$ cat config.mk
export PLATFORM = sky130hd
export DESIGN_NAME = ir_beam_break_sequencer
export DESIGN_NICKNAME = d
export VERILOG_FILES = /design/src/rtl/ibbs_pkg.sv /design/src/rtl/ir_beam_break_sequencer.sv /design/src/rtl/ibbs_in_reg.sv /design/src/rtl/ibbs_core.sv /design/src/rtl/ibbs_out_reg.sv
export SDC_FILE = /design/constraint.sdc
export NUM_CORES = 1
export LEC_CHECK = 0
export BUFFER_PORTS_ARGS = -buffer_cell sky130_fd_sc_hd__buf_2
export CELL_PAD_IN_SITES_DETAIL_PLACEMENT = 1
export CELL_PAD_IN_SITES_GLOBAL_PLACEMENT = 1
export CORE_ASPECT_RATIO = 0.8
export CORE_UTILIZATION = 25
export CTS_CLUSTER_DIAMETER = 200
export DETAILED_ROUTE_END_ITERATION = 10
export PLACE_DENSITY = 0.6
export SYNTH_ARGS = -nofsm -noshare
export SYNTH_HDL_FRONTEND = slang
export SYNTH_HIERARCHICAL = 1
export SYNTH_SLANG_ARGS = --single-unit
$ cat constraint.sdc
create_clock -name aclk -period 4.25 [get_ports aclk]
set_input_delay 0.2125 -clock aclk [delete_from_list [all_inputs] [get_ports aclk]]
set_output_delay 0.2125 -clock aclk [all_outputs]
set_load 0.01 [all_outputs]
$ cat src/rtl/ibbs_pkg.sv
// shared types and constants for the ir beam-break sequencer
package ibbs_pkg;

    // tick count limits of the relay sequence
    localparam logic [7:0] RX0_TIMEOUT  = 8'd85;
    localparam logic [7:0] PRE_PULSE    = 8'd24;
    localparam logic [7:0] PULSE_LEN    = 8'd20;
    localparam logic [7:0] SETTLE_LEN   = 8'd64;
    localparam logic [7:0] RX_TIMEOUT   = 8'd130;
    localparam logic [7:0] REARM_LEN    = 8'd18;

    // failure counter saturation and reset value
    localparam logic [6:0] FAIL_SAT     = 7'd100;

    // configuration register indexes and reset values
    localparam int         CFG_IDX_W        = 1;
    localparam int         CFG_DATA_W       = 8;
    localparam logic [CFG_IDX_W-1:0] CFG_BROKEN_THRESHOLD = 1'd0;
    localparam logic [CFG_IDX_W-1:0] CFG_HOLDOFF_RELOAD   = 1'd1;
    localparam logic [5:0] THRESHOLD_RST    = 6'd3;
    localparam logic [7:0] HOLDOFF_RST      = 8'd20;

    // one evaluation pass
    typedef struct packed {
        logic rx2_n;
        logic rx1_n;
        logic rx0_n;
        logic slow_strobe;
        logic tick;
    } item_t;

    // one result of a pass
    typedef struct packed {
        logic [3:0] seq_state;
        logic       broken_event;
        logic       emit1_on;
        logic       emit0_on;
    } result_t;

endpackage

$ cat src/rtl/ir_beam_break_sequencer.sv
// top level of the ir beam-break relay sequencer
//
// Each slave beat is one evaluation pass: tick, 50 ms strobe and the three
// active-low receiver levels. Each pass gives exactly one master beat with
// the emitter enables, the broken-beam pulse and the sequence state after
// the pass.
// The pass goes through an input register, the sequence logic and a
// result register; a beat reaches the master side from the result register.
// One beat per cycle is sustained while the master side takes beats: the
// sequence state and counters update as a pass moves from the input
// register to the result register.
// When the receiver stalls, the result register holds its beat and the
// input register still takes one more beat; s_tready then drops until the
// master side moves again. No beat is lost or repeated.
// Configuration writes (broken threshold, holdoff reload) take effect at
// once and are to be made by the user while the block is idle; the block does not enforce it.
// Synchronous reset clears both registers, restarts the sequence at state 0
// with the failure count at 100, holdoff 0, emitters off, and loads the
// register defaults of 3 and 20.
module ir_beam_break_sequencer (
    input  logic                            aclk,
    input  logic                            aresetn,
    // configuration write port
    input  logic                            cfg_we,
    input  logic [ibbs_pkg::CFG_IDX_W-1:0]  cfg_idx,
    input  logic [ibbs_pkg::CFG_DATA_W-1:0] cfg_wdata,
    // slave side
    input  logic                            s_tvalid,
    output logic                            s_tready,
    input  logic [7:0]                      s_tdata,  // tick, slow_strobe, rx0_n, rx1_n, rx2_n, 0
    // master side
    output logic                            m_tvalid,
    input  logic                            m_tready,
    output logic [7:0]                      m_tdata   // emit0_on, emit1_on, broken_event,
                                                      // seq_state[3:0], 0
);
    import ibbs_pkg::*;

    item_t   s_item;
    item_t   item;
    logic    item_valid;
    logic    advance;
    logic    fire;
    result_t result;
    result_t m_result;

    assign s_item = s_tdata[4:0];
    assign fire   = item_valid && advance;
    assign m_tdata = {1'b0, m_result};

    // input register
    ibbs_in_reg u_in_reg (
        .aclk       (aclk),
        .aresetn    (aresetn),
        .s_tvalid   (s_tvalid),
        .s_tready   (s_tready),
        .s_item     (s_item),
        .advance    (advance),
        .item_valid (item_valid),
        .item       (item)
    );

    // sequencer
    ibbs_core u_core (
        .aclk      (aclk),
        .aresetn   (aresetn),
        .cfg_we    (cfg_we),
        .cfg_idx   (cfg_idx),
        .cfg_wdata (cfg_wdata),
        .fire      (fire),
        .item      (item),
        .result    (result)
    );

    // result register
    ibbs_out_reg u_out_reg (
        .aclk     (aclk),
        .aresetn  (aresetn),
        .load     (item_valid),
        .result   (result),
        .advance  (advance),
        .m_tvalid (m_tvalid),
        .m_tready (m_tready),
        .m_result (m_result)
    );

endmodule

$ cat src/rtl/ibbs_in_reg.sv
// input register stage holding one evaluation pass
module ibbs_in_reg (
    input  logic           aclk,
    input  logic           aresetn,
    input  logic           s_tvalid,
    output logic           s_tready,
    input  ibbs_pkg::item_t s_item,
    input  logic           advance,
    output logic           item_valid,
    output ibbs_pkg::item_t item
);
    import ibbs_pkg::*;

    logic  valid_reg;
    item_t item_reg;

    // free slot, or the held beat moves on this cycle
    assign s_tready   = !valid_reg || advance;
    assign item_valid = valid_reg;
    assign item       = item_reg;

    // valid flag
    always_ff @(posedge aclk) begin
        if (!aresetn) begin
            valid_reg <= 1'b0;
        end else if (s_tvalid && s_tready) begin
            valid_reg <= 1'b1;
        end else if (advance) begin
            valid_reg <= 1'b0;
        end
    end

    // payload
    always_ff @(posedge aclk) begin
        if (s_tvalid && s_tready) begin
            item_reg <= s_item;
        end
    end

endmodule

$ cat src/rtl/ibbs_core.sv
// relay sequence, failure counting and holdoff for one pass
module ibbs_core (
    input  logic                              aclk,
    input  logic                              aresetn,
    input  logic                              cfg_we,
    input  logic [ibbs_pkg::CFG_IDX_W-1:0]    cfg_idx,
    input  logic [ibbs_pkg::CFG_DATA_W-1:0]   cfg_wdata,
    input  logic                              fire,
    input  ibbs_pkg::item_t                   item,
    output ibbs_pkg::result_t                 result
);
    import ibbs_pkg::*;

    typedef enum logic [3:0] {
        ST_WAIT_RX0   = 4'd0,
        ST_RX0_END    = 4'd1,
        ST_PRE_PULSE0 = 4'd2,
        ST_PULSE0     = 4'd3,
        ST_SETTLE0    = 4'd4,
        ST_WAIT_RX1   = 4'd5,
        ST_RX1_END    = 4'd6,
        ST_PRE_PULSE1 = 4'd7,
        ST_PULSE1     = 4'd8,
        ST_SETTLE1    = 4'd9,
        ST_WAIT_RX2   = 4'd10,
        ST_RX2_END    = 4'd11,
        ST_REARM      = 4'd12,
        ST_ERROR      = 4'd13
    } state_t;

    state_t     state_reg, state_next;
    logic [7:0] tick_count_reg, tick_count_next;
    logic [6:0] fail_count_reg, fail_count_next;
    logic [7:0] holdoff_reg, holdoff_next;
    logic       emit0_reg, emit0_next;
    logic       emit1_reg, emit1_next;
    logic [5:0] threshold_reg;
    logic [7:0] reload_reg;

    logic [7:0] tc;
    logic [6:0] fail_mid;
    logic       event_hit;

    // configuration registers
    always_ff @(posedge aclk) begin
        if (!aresetn) begin
            threshold_reg <= THRESHOLD_RST;
            reload_reg    <= HOLDOFF_RST;
        end else if (cfg_we) begin
            case (cfg_idx)
                CFG_BROKEN_THRESHOLD: threshold_reg <= cfg_wdata[5:0];
                CFG_HOLDOFF_RELOAD:   reload_reg    <= cfg_wdata[7:0];
                default: ;
            endcase
        end
    end

    // sequence step
    always_comb begin
        tc              = item.tick ? tick_count_reg + 8'd1 : tick_count_reg;
        state_next      = state_reg;
        tick_count_next = tc;
        fail_mid        = fail_count_reg;
        emit0_next      = emit0_reg;
        emit1_next      = emit1_reg;
        case (state_reg)
            ST_WAIT_RX0: begin
                if (!item.rx0_n) state_next = ST_RX0_END;
                if (tc >= RX0_TIMEOUT) state_next = ST_ERROR;
            end
            ST_RX0_END: begin
                if (item.rx0_n) begin
                    state_next      = ST_PRE_PULSE0;
                    tick_count_next = 8'd0;
                end
            end
            ST_PRE_PULSE0: begin
                if (tc >= PRE_PULSE) begin
                    state_next      = ST_PULSE0;
                    emit0_next      = 1'b1;
                    tick_count_next = 8'd0;
                end
            end
            ST_PULSE0: begin
                // count runs on into the settle wait
                if (tc >= PULSE_LEN) begin
                    state_next = ST_SETTLE0;
                    emit0_next = 1'b0;
                end
            end
            ST_SETTLE0: begin
                if (tc >= SETTLE_LEN) state_next = ST_WAIT_RX1;
            end
            ST_WAIT_RX1: begin
                if (!item.rx1_n) state_next = ST_RX1_END;
                if (tc >= RX_TIMEOUT) state_next = ST_ERROR;
            end
            ST_RX1_END: begin
                if (item.rx1_n) begin
                    state_next      = ST_PRE_PULSE1;
                    tick_count_next = 8'd0;
                end
            end
            ST_PRE_PULSE1: begin
                if (tc >= PRE_PULSE) begin
                    state_next      = ST_PULSE1;
                    emit1_next      = 1'b1;
                    tick_count_next = 8'd0;
                end
            end
            ST_PULSE1: begin
                if (tc >= PULSE_LEN) begin
                    state_next      = ST_SETTLE1;
                    emit1_next      = 1'b0;
                    tick_count_next = 8'd0;
                end
            end
            ST_SETTLE1: begin
                if (tc >= SETTLE_LEN) state_next = ST_WAIT_RX2;
            end
            ST_WAIT_RX2: begin
                // beam seen clears the failure run even if the timeout wins
                if (!item.rx2_n) begin
                    state_next = ST_RX2_END;
                    fail_mid   = 7'd0;
                end
                if (tc >= RX_TIMEOUT) state_next = ST_ERROR;
            end
            ST_RX2_END: begin
                if (item.rx2_n) begin
                    state_next      = ST_REARM;
                    tick_count_next = 8'd0;
                end
            end
            ST_REARM: begin
                if (tc >= REARM_LEN) state_next = ST_WAIT_RX0;
            end
            ST_ERROR: begin
                if (fail_count_reg < FAIL_SAT) fail_mid = fail_count_reg + 7'd1;
                tick_count_next = 8'd0;
                state_next      = ST_WAIT_RX0;
            end
            default: begin
                state_next = ST_WAIT_RX0;
            end
        endcase

        // broken check, then holdoff countdown
        event_hit       = (fail_mid == {1'b0, threshold_reg}) && (holdoff_reg == 8'd0);
        fail_count_next = event_hit ? fail_mid + 7'd1 : fail_mid;
        holdoff_next    = event_hit ? reload_reg : holdoff_reg;
        if (item.slow_strobe && holdoff_next != 8'd0) holdoff_next = holdoff_next - 8'd1;
    end

    assign result.emit0_on     = emit0_next;
    assign result.emit1_on     = emit1_next;
    assign result.broken_event = event_hit;
    assign result.seq_state    = state_next;

    // state and registered outputs
    always_ff @(posedge aclk) begin
        if (!aresetn) begin
            state_reg      <= ST_WAIT_RX0;
            tick_count_reg <= 8'd0;
            fail_count_reg <= FAIL_SAT;
            holdoff_reg    <= 8'd0;
            emit0_reg      <= 1'b0;
            emit1_reg      <= 1'b0;
        end else if (fire) begin
            state_reg      <= state_next;
            tick_count_reg <= tick_count_next;
            fail_count_reg <= fail_count_next;
            holdoff_reg    <= holdoff_next;
            emit0_reg      <= emit0_next;
            emit1_reg      <= emit1_next;
        end
    end

endmodule

$ cat src/rtl/ibbs_out_reg.sv
// result register toward the master side
module ibbs_out_reg (
    input  logic              aclk,
    input  logic              aresetn,
    input  logic              load,
    input  ibbs_pkg::result_t result,
    output logic              advance,
    output logic              m_tvalid,
    input  logic              m_tready,
    output ibbs_pkg::result_t m_result
);
    import ibbs_pkg::*;

    logic    valid_reg;
    result_t result_reg;

    // register free, or its beat leaves this cycle
    assign advance  = !valid_reg || m_tready;
    assign m_tvalid = valid_reg;
    assign m_result = result_reg;

    // valid flag
    always_ff @(posedge aclk) begin
        if (!aresetn) begin
            valid_reg <= 1'b0;
        end else if (advance) begin
            valid_reg <= load;
        end
    end

    // payload
    always_ff @(posedge aclk) begin
        if (advance && load) begin
            result_reg <= result;
        end
    end

endmodule
==> results of run 1 <==
stage by stage:
stage | instances | setup TNS, ns | cell area, um^2 | total power (W) | hold WS, ns
2_1_floorplan | 483 | 0 | 3830 | 0.000766 | 0.311
3_3_place_gp | 684 | 0 | 4190 | 0.000836 | 0.390
3_5_place_dp | 684 | 0 | 4190 | 0.000844 | 0.391
4_1_cts | 700 | 0 | 4500 | 0.00160 | 0.0271
5_1_grt | 702 | -0.00119 | 4560 | 0.00166 | 0.0366
6_report | 702 | 0 | 4560 | 0.00159 | 0.0437
what timing repair did:
item	CTS	global route
setup buffers	0	2
setup endpoints to repair	0	3
hold endpoints to repair	0	0
resized for setup	0	10
cell families after synthesis:
kind of cell / share of synthesized area, %
mux: 4.28
buf+inv: 5.75
compound gates: 23.2
fa+ha+maj: 1.63
flops: 32.9
xor+xnor: 4.80
other cells: 0.0979
simple gates: 27.4
placed cells by master, fill, tap and decap left out, drive strengths merged, types with 9 or more instances in the layout:
cell / instances
and2: 10
nor3: 17
nand2: 53
buf: 47
nand2b: 9
a31oi: 10
mux2i: 13
dfxtp: 45
xnor2: 15
clkbuf: 10
nor2: 39
inv: 21
edfxtp: 12
a21oi: 38
o21ai: 25
nand3: 20
worst max path at each step:
stage	from	end	slack [ns]	cells after the start
3_3_place_gp	u_core/state_reg[1]	u_core/holdoff_reg[3]	0.29	15
2_1_floorplan	u_core/state_reg[1]	u_core/holdoff_reg[3]	0.40	16
4_1_cts	u_core/fail_count_reg[3]	u_core/holdoff_reg[7]	0.07	15
6_report	u_core/state_reg[1]	u_core/holdoff_reg[3]	0.19	15
3_5_place_dp	u_core/fail_count_reg[3]	u_core/holdoff_reg[7]	0.13	15
5_1_grt	u_core/state_reg[1]	u_core/holdoff_reg[3]	-0.001	15
layout make-up:
class                   count  area [um^2]
clock buffers              10          239
clock inverters             6         66.3
repair buffers             47          285
inverters                  20         75.1
multi-input cells         373         2390
flip-flops and latches     57         1260
fillers                  1802        10500
well taps                 189          236
power by group:
| part | switching [W] | internal (W) |
|---|---|---|
| registers | 0.0000280 | 0.000578 |
| clock network | 0.000279 | 0.000470 |
| logic | 0.000142 | 0.0000896 |
| total | 0.000449 | 0.00114 |
per-layer routing:
layer / up-vias / GRT usage, % / part of all wire, %
met1: 1800 / 21.9 / 50
met2: 69 / 26.2 / 44
met3: 16 / 3.55 / 4.1
li1: 1827 / - / -
met5: - / 0 / 0
met4: 0 / 5.27 / 1.6
==> metrics.txt, run 1 <==
WHS Endpoint u_in_reg/item[0]; share of final-layout standard cells stronger than drive strength 1 17.7%; number of setup violations in the final report 0; clock latency on the worst-skew pair 0.34 ns; Post-synth top flop sky130_fd_sc_hd__dfxtp_1; Mapped Cells 483; delay of the slowest cell on the worst path 0.54 ns; cell taking the most area after synthesis sky130_fd_sc_hd__dfxtp_1; largest cells by area after synthesis sky130_fd_sc_hd__dfxtp_1 (24%), sky130_fd_sc_hd__edfxtp_1 (9.4%), sky130_fd_sc_hd__nand2_1 (5.2%); CTS Root Buffer Type sky130_fd_sc_hd__clkbuf_16; hold bufs inserted after CTS 0; peak clock frequency supported by timing 0.246 GHz; sum of buffers and inverters on the critical path 1; reg-to-reg startpoint u_core/state_reg[1]; # port buffers 27; category of the worst setup path launch point flop; most frequently used cell type in the post-synthesis netlist sky130_fd_sc_hd__nand2_1; number of nets in the layout 535; CORE AREA 15000 um^2; die area 15800 um^2; number of warning messages in the yosys log 6; Worst Hold Class in -> reg; drt wl/cell 17.3 um; sum of routed wire length over all layers 12100 um; count of vias placed by the detailed router 3712; Mapped Area 3830 um^2; TritonCTS clock tree built; smallest setup slack after layout 0.185 ns; Setup crit end kind flop; type of the worst setup path reg -> reg; Num CTS Buffers 9; proportion of synthesized flip-flops having asynchronous set or reset 0%; routability congestion estimate from global placement 0.821; number of endpoints with negative hold slack in the final report 0; synth unique cells 75; Util after Layout 30.4%; Worst Min Path Start s_tdata[0]; Worst slew margin 35.8%; H-Tree Level Count 3; number of iterations in the first detailed-routing pass 4; critical-path cell with the highest stage delay sky130_fd_sc_hd__or4_4; initial drt markers 190; via/cell ratio 5.29; number of antenna violations at the first check in global routing 0; endpoint of the lowest-slack register-to-register path u_core/holdoff_reg[3]; post-placement worst setup slack 0.126 ns; number of enable flip-flop cells after synthesis 12; family of cells with the greatest summed delay on the critical path compound AO/OA/AOI/OAI gates; most instantiated cells after synthesis sky130_fd_sc_hd__nand2_1 (53), sky130_fd_sc_hd__dfxtp_1 (45), sky130_fd_sc_hd__nor2_1 (39); worst reg2reg path depth 15; area fraction of the dominant cell type after synthesis 23.5%; max-slew violation count 0; TritonCTS Sinks 57; run status finished clean; syn_area_per_cell 7.93 um^2; ordered cell list for the critical path and4b_2 > a32oi_2 > xor2_1 > a2111o_1 > or4_4 > or2_1 > inv_1 > a21oi_1 > ha_1 > nand3_1 > nor3_1 > o31ai_1 > o2111a_2 > mux2_1 > a31o_1; data required time at the worst endpoint 4.49 ns; Routed Antenna Nets 0; die extent in y 113 um; # Max-Cap Violations 0; first-pass GRT wire length 20300 um; Die X 140 um; slack of the worst reg-to-reg path 0.19 ns; final worst path period need 4.06 ns; Overall Global Routing Usage 16.4%; grt ovf 0; remaining design rule violation count 0; final worst-path cycle share 95.6%; LEAKAGE 1.65 nW; crit path DAT 4.30 ns; top-level port count 32; ANT cells 0; Layout Skew 0.00465 ns; Std-Cell Rows 40; cell count of the worst hold path 1; Synthesized Nets 510; initial standard-cell utilization of the core 25.5%; maximum net fanout on the critical path 6; Layout area overhead 19.0%; HPWL after detailed placement 8800 um; largest net degree at the start of global routing 40; via count of the first global-routing pass 3800; Worst-path clk slew 0.06 ns; slew at the pin closest to its max-slew limit 0.962 ns; #FFs+latches synth 57; pwr dens 348 nW/um^2; Max rail drop VDD 0.212 mV; fraction of the yosys area taken by sequential cells 32.9%; clock buffer depth 2
Note: power is estimated with default switching activity, not from simulation.
==> run 2: changes to the inputs <==
ABC_AREA = 1   (was default)
PLACE_DENSITY = 0.61   (was 0.6)
REMOVE_ABC_BUFFERS = 1   (was default)
==> run 2 against run 1 <==
Net effect:
- flip-flop and latch count is the same
- largest power group unchanged
- largest cell class unchanged
- cell count grew 11%
- non-clock buffer count shrank 19
- total power grew 2.9%
- sequential share of layout area grew 0.49 points
- cell area shrank 1.8%
- die area grew 1.1%
- clock skew grew 0.0039 ns
- sequential power grew 1%
- critical path depth grew 6
- register-to-register slack gained 0.83 ns
- worst setup slack gained 0.83 ns
==> metrics.txt, run 2 <==
maximum net fanout on the critical path 15 (was 6); worst reg2reg path depth 21 (was 15); synth unique cells 50 (was 75); setup total negative slack 0 ns (unchanged); drt wl/cell 14.1 um (was 17.3 um); Num CTS Buffers 9 (unchanged); area used by sequential logic in the layout 1260 um^2 (about the same); most common cell after layout, fill and taps aside sky130_fd_sc_hd__nand2_1 (unchanged); H-Tree Level Count 3 (unchanged); syn_area_per_cell 7.12 um^2 (was 7.93 um^2); remaining design rule violation count 0 (unchanged); via count of the first global-routing pass 3684 (was 3800); # port buffers 27 (unchanged); Placed Area 4180 um^2 (was 4190 um^2); number of setup violations in the final report 0 (unchanged); crit path DAT 3.47 ns (was 4.30 ns); number of antenna violations at the first check in global routing 0 (unchanged); PostCTS Resize Cnt 0 (unchanged); die extent in y 113 um (about the same); number of enable flip-flop cells after synthesis 12 (unchanged); total area of multi-input combinational cells 2150 um^2 (was 2390 um^2); Worst slew margin 20.7% (was 35.8%); hold bufs inserted after CTS 0 (unchanged); pwr dens 365 nW/um^2 (was 348 nW/um^2); leading cell types in the layout, fill and taps excluded sky130_fd_sc_hd__nand2_1 (112), sky130_fd_sc_hd__inv_1 (83), sky130_fd_sc_hd__dfxtp_1 (45) (was sky130_fd_sc_hd__nand2_1 (53), sky130_fd_sc_hd__dfxtp_1 (44), sky130_fd_sc_hd__nor2_1 (38)); WHS Endpoint u_in_reg/item[4] (was u_in_reg/item[0]); Worst Min Path Start s_tdata[4] (was s_tdata[0]); Routed Antenna Nets 0 (unchanged); number of warning messages in the yosys log 6 (unchanged); number of nets in the layout 594 (was 535); largest net degree at the start of global routing 35 (was 40); TritonCTS clock tree built (unchanged); category of the worst setup path launch point flop (unchanged); largest cells by area after synthesis sky130_fd_sc_hd__dfxtp_1 (23%), sky130_fd_sc_hd__nand2_1 (11%), sky130_fd_sc_hd__edfxtp_1 (9.3%) (was sky130_fd_sc_hd__dfxtp_1 (24%), sky130_fd_sc_hd__edfxtp_1 (9.4%), sky130_fd_sc_hd__nand2_1 (5.2%)); ANT cells 0 (unchanged); final worst-path cycle share 76.0% (was 95.6%); fraction of the yosys area taken by sequential cells 32.6% (was 32.9%); Std-Cell Rows 40 (unchanged); most instantiated cells after synthesis sky130_fd_sc_hd__nand2_1 (112), sky130_fd_sc_hd__inv_1 (83), sky130_fd_sc_hd__dfxtp_1 (45) (was sky130_fd_sc_hd__nand2_1 (53), sky130_fd_sc_hd__dfxtp_1 (45), sky130_fd_sc_hd__nor2_1 (39)); final worst path period need 3.23 ns (was 4.06 ns); top-level port count 32 (unchanged); number of endpoints with negative hold slack in the final report 0 (unchanged); via/cell ratio 4.49 (was 5.29); endpoint of the lowest-slack register-to-register path u_core/holdoff_reg[3] (unchanged); CORE AREA 15100 um^2 (was 15000 um^2); fill cell instance count of the final layout 1838 (was 1802); Max rail drop VDD 0.186 mV (was 0.212 mV); area fraction of the dominant cell type after synthesis 23.3% (was 23.5%); peak clock frequency supported by timing 0.310 GHz (was 0.246 GHz); max-slew violation count 0 (unchanged); Post-synth top flop sky130_fd_sc_hd__dfxtp_1 (unchanged); Worst Hold Class in -> reg (unchanged); HPWL after detailed placement 8500 um (was 8800 um); post-placement worst setup slack 1.00 ns (was 0.126 ns); Layout Skew 0.00855 ns (was 0.00465 ns); Mapped Cells 544 (was 483); clock latency on the worst-skew pair 0.34 ns (about the same); smallest setup slack after layout 1.02 ns (was 0.185 ns); data required time at the worst endpoint 4.49 ns (about the same); LEAKAGE 2.04 nW (was 1.65 nW); # Max-Cap Violations 0 (unchanged); Finished Cell Area 4480 um^2 (was 4560 um^2); initial drt markers 156 (was 190); first-pass GRT wire length 18600 um (was 20300 um); share of final-layout standard cells stronger than drive strength 1 20.3% (was 17.7%); slack of the worst reg-to-reg path 1.02 ns (was 0.19 ns); slew at the pin closest to its max-slew limit 1.19 ns (was 0.962 ns); die area 16000 um^2 (was 15800 um^2); Layout area overhead 15.5% (was 19.0%); clock buffer depth 2 (unchanged); most frequently used cell type in the post-synthesis netlist sky130_fd_sc_hd__nand2_1 (unchanged); CTS Root Buffer Type sky130_fd_sc_hd__clkbuf_16 (unchanged); cell count of the worst hold path 1 (unchanged); type of the worst setup path reg -> reg (unchanged); Worst-path clk slew 0.05 ns (was 0.06 ns); Mapped Area 3870 um^2 (was 3830 um^2); grt ovf 0 (unchanged); Min Hold Slack 0.0490 ns (was 0.0437 ns); unrepaired setup endpoints after global routing false; reg-to-reg startpoint u_core/state_reg[3] (was u_core/state_reg[1]); #FFs+latches synth 57 (unchanged); Setup crit end kind flop (unchanged); cell taking the most area after synthesis sky130_fd_sc_hd__dfxtp_1 (unchanged); count of vias placed by the detailed router 3512 (was 3712); routability congestion estimate from global placement 0.802 (was 0.821); run status finished clean (unchanged); TritonCTS Sinks 57 (unchanged); Overall Global Routing Usage 15.2% (was 16.4%); proportion of synthesized flip-flops having asynchronous set or reset 0% (unchanged); number of buffers inserted by post-CTS setup repair 0 (unchanged); sum of routed wire length over all layers 11000 um (was 12100 um); number of iterations in the first detailed-routing pass 7 (was 4); initial standard-cell utilization of the core 25.7% (was 25.5%); Die X 141 um (was 140 um); final total power 0.00163 W (was 0.00159 W)
==> run 2: cell type report <==
| cell class | instances | share of cell area [%] |
|---|---|---|
| Timing Repair Buffer | 28 | 3.19 |
| Inverter | 96 | 8.28 |
| Multi-Input combinational cell | 375 | 47.9 |
| Clock inverter | 3 | 0.951 |
| Tap cell | 210 | 5.87 |
| Clock buffer | 13 | 5.59 |
| Sequential cell | 57 | 28.2 |
==> run 2: worst max path at each step <==
stage / startpoint / to / slack [ns] / cells after the start
CTS: u_core/state_reg[3] / u_core/holdoff_reg[0] / 0.98 / 21
global route: u_core/state_reg[3] / u_core/holdoff_reg[0] / 0.68 / 21
global placement: u_core/state_reg[3] / u_core/holdoff_reg[2] / 1.06 / 21
finish: u_core/state_reg[3] / u_core/holdoff_reg[3] / 1.02 / 21
detailed placement: u_core/state_reg[3] / u_core/holdoff_reg[0] / 1.00 / 21
floorplan: u_core/state_reg[0] / u_core/holdoff_reg[5] / 1.61 / 22
==> run 2: logic make-up after synthesis <==
kind of cell    Yosys count  share of synthesized area (%)
flops                    57                           32.6
simple gates            257                           35.5
other cells               1                         0.0968
xor+xnor                 14                           3.17
buf+inv                 112                           12.0
compound gates           98                           15.0
fa+ha+maj                 5                           1.61
==> run 2: metrics by stage <==
stage | std cells | util [%]
2_1_floorplan | 528 | -
6_report | 782 | 29.7
3_3_place_gp | 766 | 27.8
4_1_cts | 782 | 29.7
3_5_place_dp | 766 | 27.8
5_1_grt | 782 | 29.7
==> run 2: power by group <==
part	switching [W]	internal, W	leakage, nW
combinational	0.000191	0.0000953	1.42
clock	0.000264	0.000469	0.140
sequential	0.0000254	0.000587	0.487
total	0.000481	0.00115	2.04
==> run 2: per-layer routing <==
layer,part of all wire [%],GRT usage (%),wire (um),up-vias
met5,0,0,0,-
met2,44,23.5,4850,35
met4,1.6,5.65,176,0
met3,3.0,4.27,330,12
met1,51,20.1,5650,1659
li1,-,-,-,1806
==> run 2: critical path, cell delays in order (launching register included) <==
cell and delay, ns:
sky130_fd_sc_hd__dfxtp_1 0.36, sky130_fd_sc_hd__nand2_1 0.15, sky130_fd_sc_hd__inv_1 0.07, sky130_fd_sc_hd__nand2_2 0.33, sky130_fd_sc_hd__inv_2 0.15, sky130_fd_sc_hd__nand3_1 0.15, sky130_fd_sc_hd__nand2_1 0.12, sky130_fd_sc_hd__nand2_1 0.13
sky130_fd_sc_hd__nand3_4 0.10, sky130_fd_sc_hd__nor2_8 0.16, sky130_fd_sc_hd__nand3_4 0.26, sky130_fd_sc_hd__o21bai_4 0.24, sky130_fd_sc_hd__inv_2 0.10, sky130_fd_sc_hd__ha_1 0.21, sky130_fd_sc_hd__nand3_2 0.08, sky130_fd_sc_hd__nor2_2 0.05
sky130_fd_sc_hd__nand2_4 0.09, sky130_fd_sc_hd__nand2_8 0.08, sky130_fd_sc_hd__nand2_1 0.09, sky130_fd_sc_hd__nand3_2 0.08, sky130_fd_sc_hd__nand2_1 0.09, sky130_fd_sc_hd__inv_1 0.03
